`config.mk`:
```
export PLATFORM = sky130hd
export DESIGN_NAME = ptab_ctrl
export DESIGN_NICKNAME = d
export VERILOG_FILES = /design/src/rtl/ptab_pkg.sv /design/src/rtl/ptab_ctrl.sv
export SDC_FILE = /design/constraint.sdc
export NUM_CORES = 1
export LEC_CHECK = 0
export ABC_AREA = 1
export BUFFER_PORTS_ARGS = -buffer_cell sky130_fd_sc_hd__buf_2
export CAP_MARGIN = 20
export CORE_UTILIZATION = 45
export DETAILED_ROUTE_END_ITERATION = 6
export PLACE_DENSITY_LB_ADDON = 0.12
export SYNTH_ARGS = -nofsm -noshare
export SYNTH_HDL_FRONTEND = slang
export SYNTH_SLANG_ARGS = --single-unit
```
`constraint.sdc`:
```
create_clock -name i_clk -period 1.43 [get_ports i_clk]
set_clock_uncertainty 0.15 [all_clocks]
set_input_delay 0 -clock i_clk [delete_from_list [all_inputs] [get_ports i_clk]]
set_output_delay 0 -clock i_clk [all_outputs]
set_load 0.02 [all_outputs]
```
`src/rtl/ptab_pkg.sv`:
```
// ----------------------------------------------------------------------------
// Page table engine package
// Shared types, constants and codes for the two-level page table engine.
// ----------------------------------------------------------------------------
package ptab_pkg;

    // Number of directory slots that are built.
    localparam int DIR_SLOTS   = 4;
    localparam int TBL_W       = 10;
    localparam int TBL_ENTRIES = 1 << TBL_W;
    localparam int DIR_SHIFT   = 22;
    localparam int PAGE_SHIFT  = 12;
    localparam int SLOT_W      = (DIR_SLOTS > 1) ? $clog2(DIR_SLOTS) : 1;
    localparam int STORE_DEPTH = DIR_SLOTS * TBL_ENTRIES;
    localparam int ADDR_W      = $clog2(STORE_DEPTH);
    localparam int FULL_W      = SLOT_W + TBL_W;

    // Request kinds.
    localparam logic [2:0] KIND_TRANSLATE = 3'd0;
    localparam logic [2:0] KIND_READ      = 3'd1;
    localparam logic [2:0] KIND_MAP       = 3'd2;
    localparam logic [2:0] KIND_CHANGE    = 3'd3;
    localparam logic [2:0] KIND_UNMAP     = 3'd4;
    localparam logic [2:0] KIND_MAP_ANY   = 3'd5;

    typedef enum logic [2:0] {
        ST_OK         = 3'd0,
        ST_NOT_MAPPED = 3'd1,
        ST_ALREADY    = 3'd2,
        ST_NO_FREE    = 3'd3,
        ST_RANGE      = 3'd4
    } t_status;

    // Read address source for the entry store.
    typedef enum logic [1:0] {
        RD_INPUT = 2'd0,
        RD_REQ   = 2'd1,
        RD_SCAN  = 2'd2
    } t_rd_sel;

    typedef struct packed {
        logic [2:0]  kind;
        logic [31:0] vaddr;
        logic [31:0] phys_in;
        logic [11:0] flags;
    } t_req;

    typedef struct packed {
        t_status     status;
        logic [31:0] phys_out;
        logic [31:0] entry_value;
        logic [31:0] found_vaddr;
    } t_res;

    // Commands from the controller to the datapath.
    typedef struct packed {
        logic    accept;
        logic    clear;
        logic    cnt_inc;
        logic    slot_inc;
        logic    exec;
        logic    scan_hit;
        logic    resp;
        t_status resp_code;
        t_rd_sel rd_sel;
    } t_dp_cmd;

    // Status from the datapath to the controller.
    typedef struct packed {
        logic in_bad;
        logic in_scan;
        logic in_lookup;
        logic in_present;
        logic req_scan;
        logic slot_present;
        logic entry_free;
        logic cnt_last;
        logic slot_last;
    } t_dp_stat;

endpackage

```
`src/rtl/ptab_ctrl.sv`:
```
// ----------------------------------------------------------------------------
// Page table controller
// Sequences lookups, single-entry writes, table clears and free-entry scans over the datapath.
// ----------------------------------------------------------------------------
module ptab_ctrl import ptab_pkg::*; (
    input  logic     i_clk,
    input  logic     i_rst_n,
    input  logic     i_start,
    input  t_dp_stat i_stat,
    output t_dp_cmd  o_cmd,
    output logic     o_busy
);

    typedef enum logic [6:0] {
        S_IDLE     = 7'b0000001,
        S_CLEAR    = 7'b0000010,
        S_READ     = 7'b0000100,
        S_EXEC     = 7'b0001000,
        S_SLOT     = 7'b0010000,
        S_SCAN_RD  = 7'b0100000,
        S_SCAN_CHK = 7'b1000000
    } t_state;

    t_state r_state;
    t_state n_state;

    // Next state and commands.
    always_comb begin
        n_state         = r_state;
        o_cmd           = '0;
        o_cmd.resp_code = ST_OK;
        o_cmd.rd_sel    = RD_INPUT;
        case (r_state)
            S_IDLE: begin
                if (i_start) begin
                    o_cmd.accept = 1'b1;
                    if (i_stat.in_bad) begin
                        o_cmd.resp      = 1'b1;
                        o_cmd.resp_code = ST_RANGE;
                    end else if (i_stat.in_scan) begin
                        n_state = S_SLOT;
                    end else if (i_stat.in_lookup && !i_stat.in_present) begin
                        o_cmd.resp      = 1'b1;
                        o_cmd.resp_code = ST_NOT_MAPPED;
                    end else if (i_stat.in_present) begin
                        // The entry read is already on its way from the input address.
                        n_state = S_EXEC;
                    end else begin
                        n_state = S_CLEAR;
                    end
                end
            end
            S_CLEAR: begin
                o_cmd.clear = 1'b1;
                if (i_stat.cnt_last) begin
                    n_state = i_stat.req_scan ? S_SCAN_RD : S_READ;
                end
            end
            S_READ: begin
                o_cmd.rd_sel = RD_REQ;
                n_state      = S_EXEC;
            end
            S_EXEC: begin
                o_cmd.exec = 1'b1;
                n_state    = S_IDLE;
            end
            S_SLOT: begin
                n_state = i_stat.slot_present ? S_SCAN_RD : S_CLEAR;
            end
            S_SCAN_RD: begin
                o_cmd.rd_sel = RD_SCAN;
                n_state      = S_SCAN_CHK;
            end
            S_SCAN_CHK: begin
                if (i_stat.entry_free) begin
                    o_cmd.scan_hit = 1'b1;
                    n_state        = S_IDLE;
                end else begin
                    o_cmd.cnt_inc = 1'b1;
                    if (!i_stat.cnt_last) begin
                        n_state = S_SCAN_RD;
                    end else if (i_stat.slot_last) begin
                        o_cmd.resp      = 1'b1;
                        o_cmd.resp_code = ST_NO_FREE;
                        n_state         = S_IDLE;
                    end else begin
                        o_cmd.slot_inc = 1'b1;
                        n_state        = S_SLOT;
                    end
                end
            end
            default: begin
                n_state = S_IDLE;
            end
        endcase
    end

    // State register.
    always_ff @(posedge i_clk) begin
        if (!i_rst_n) begin
            r_state <= S_IDLE;
        end else begin
            r_state <= n_state;
        end
    end

    assign o_busy = (r_state != S_IDLE);

endmodule
```
==> flow_summary.ini <==
[floorplanning]
rows = 12
die_x_um = 38.11
die_h_um = 38.11
fp.dieArea_um2 = 1452
initial_core_util_pct = 50.76
io_pins = 25
core_area_um2 = 1156

[setup_path]
reg2reg_depth = 10
cp.arrival_ns = 1.47
timing_worst_setup_path_type = reg2out
end_kind = output pin
r2r_end = r_state[4]$_SDFFE_PN0P_
worstPathRequired_ns = 1.28
start_kind = register
worstReg2RegStart = r_state[2]$_SDFFE_PN0P_
ff2ff_setup_slack_ns = -0.11
critical_path.max_fanout = 4

[worst_hold_path]
hold_class = in2reg
whs_path_depth = 6
min-delay-start = i_stat[0]
whs_endpoint = r_state[4]$_SDFFE_PN0P_

[sta]
setup_viol = 13
fin_crit_sh_pct = 113.5
fin_setup_tns_ns = -1.123
rsz0062_at_grt = true
hold_violations = 0
timing.fmax_ghz = 0.6160
slew_viol_final = 0
final.setup.worst_slack_ns = -0.1933
relSlewSlack_pct = 83.15
period_needed_ns = 1.623
tightest_slew_ns = 0.2508

[finish]
area_growth_pct = 67.59
finalNetCount = 157
drive_above_1_share_pct = 46.53
largest-register = r_state
antenna_cells = 0
final_core_util_pct = 85.06
top_regs = r_state (7)
largest_reg_flops = 7
finalInstanceArea_um2 = 983.4

[synth]
synth_ff_type = dfxtp_1
async_flop_share_pct = 0
synth_seq_area_share_pct = 23.88
synth_cells = 101
synth_warnings = 0
synth.top_cell.area_share_pct = 23.88
syn_area_um2 = 586.8
synth-seq-cells = 7
synth_area_leaders = dfxtp_1 (24%), nand2_1 (17%), nor2_4 (13%)
syn-mean-instance-area_um2 = 5.810
synth_nets = 113
synth_common_cells = nand2_1 (26), nor2_1 (19), inv_1 (15)
synth.distinct_cells = 15
synth_most_common_cell = nand2_1
synth_top_area_cell = dfxtp_1
synth_edf_count = 0

[global_route]
grt_use_total_pct = 24.66
grt_max_degree = 7
antenna_found_initial = 0
gr-total-overflow = 0
grt_pass1_wl_mm = 2.435
grt_pass1_vias = 628

[cts]
clk_latency_ns = 0.26
cts_buffers = 3
root_buffer = clkbuf_4
path_clk_slew_ns = 0.05
cts.htree.levels = 1
cts_tree = built
clock_sinks = 7
cts_buffer_depth = 2

[drt]
vias = 800
drtIter0Drc = 27
antenna_left = 0
dr.pass1.iters = 4
wirelength_mm = 1.947
routedWlPerCell_um = 12.32
drc = 0
via_per_inst = 5.063

[job]
cap_viol_max_count = 0

[power]
ir_worst_vdd_v = 0.0007917
p_per_area_nw_per_um2 = 912.4
pwr-share-comb_pct = 53.7
pwr-share-seq_pct = 25.9
internal_power_uw = 526.4
p_leak_uw = 0.0004962
p_sw_uw = 370.9
p_clk_share_pct = 20.4
swShare_pct = 41.34

[placed_design]
port_buffers = 24
place_congestion = 0.8319
dp_hpwl_mm = 1.097
dp_slack_ns = 0.02519
place_area_um2 = 732.0

[run_status]
violations = negative setup slack
status = complete, but fails checks
-- logic make-up (layout without fill, tap and decap cells) --
group                  after synthesis  count (layout)  synth area share [%]
AO/OA/AOI/OAI                        4               4                 3.838
buffers and inverters               20              63                 12.79
flip-flops                           7               7                 23.88
AND/OR/NAND/NOR                     70              70                 59.49
-- final cells by class --
cell class	count	area [um2]
inverter	20	77.57
timing repair buffer	39	287.8
tap	14	17.52
multi-input combinational	74	421.7
sequential	7	152.6
clock buffer	4	26.28
fill	75	172.7
-- power groups by stage --
stage / sequential [uW] / clock (uW) / combinational (uW)
final: 232 / 183 / 482
after global routing: 234 / 194 / 516
after CTS: 229 / 182 / 382
after detailed placement: 232 / 0 / 310
after global placement: 231 / 0 / 308
after floorplan: 229 / 0 / 232
-- layer usage --
| metal | global-route usage, % | vias to the layer above | share of wire (%) |
|---|---|---|---|
| met2 | 42.37 | 39 | 55 |
| li1 | - | 393 | - |
| met4 | 8.929 | 0 | 1.0 |
| met1 | 27.96 | 364 | 38 |
| met3 | 8.140 | 4 | 5.3 |
| met5 | 0 | - | 0 |
-- worst max path at each step --
stage,startpoint,endpoint,slack [ns],cells after the start
final,r_state[5]$_SDFFE_PN0P_,o_cmd[2],-0.19,10
after global routing,r_state[5]$_SDFFE_PN0P_,o_cmd[5],-0.24,10
after CTS,r_state[3]$_SDFFE_PN0P_,o_cmd[5],-0.15,10
after detailed placement,r_state[4]$_SDFFE_PN0P_,r_state[4]$_SDFFE_PN0P_,0.03,8
after global placement,r_state[4]$_SDFFE_PN0P_,r_state[4]$_SDFFE_PN0P_,0.04,8
after floorplan,r_state[3]$_SDFFE_PN0P_,o_cmd[2],-0.04,9
-- metrics by stage --
stage,instances,hold WS (ns),power [uW]
after floorplan,101,-0.1138,461.2
after global placement,140,0.08020,538.3
after detailed placement,140,0.06957,542.1
after CTS,155,0.004354,793.9
after global routing,158,0.04261,943.4
final,158,0.01888,897.3
-- timing repair --
item	4_1_cts	5_1_grt
pin swaps	4	9
hold buffers	6	0
setup endpoints to repair	9	18
resized for setup	16	20
endpoints found under the hold margin	7	0
setup buffers	5	3
-- placed cells by master, fill, tap and decap left out, types with 3 or more instances in the layout --
cell type,netlist,routed
inv_2,5,5
nand3_1,8,8
inv_1,15,14
nor2_1,19,15
nor2_2,2,3
buf_6,0,6
nand2_2,2,4
nand2_1,26,22
dlygate4sd3_1,0,6
dfxtp_1,7,3
buf_2,0,17
clkbuf_4,0,3
buf_4,0,10
nor3_1,4,3
dfxtp_4,0,3
nor2_4,7,10
-- critical path, stage by stage, from the launching register on --
cell and delay (ns):
dfxtp_1 0.35, nor2_1 0.12, nand2_1 0.11, nor2_4 0.13, inv_2 0.06, nor2_4 0.08, inv_2 0.06, nor2_4 0.08
inv_2 0.04, nand2_1 0.07, buf_6 0.12
(Power assumes the default switching activity.)
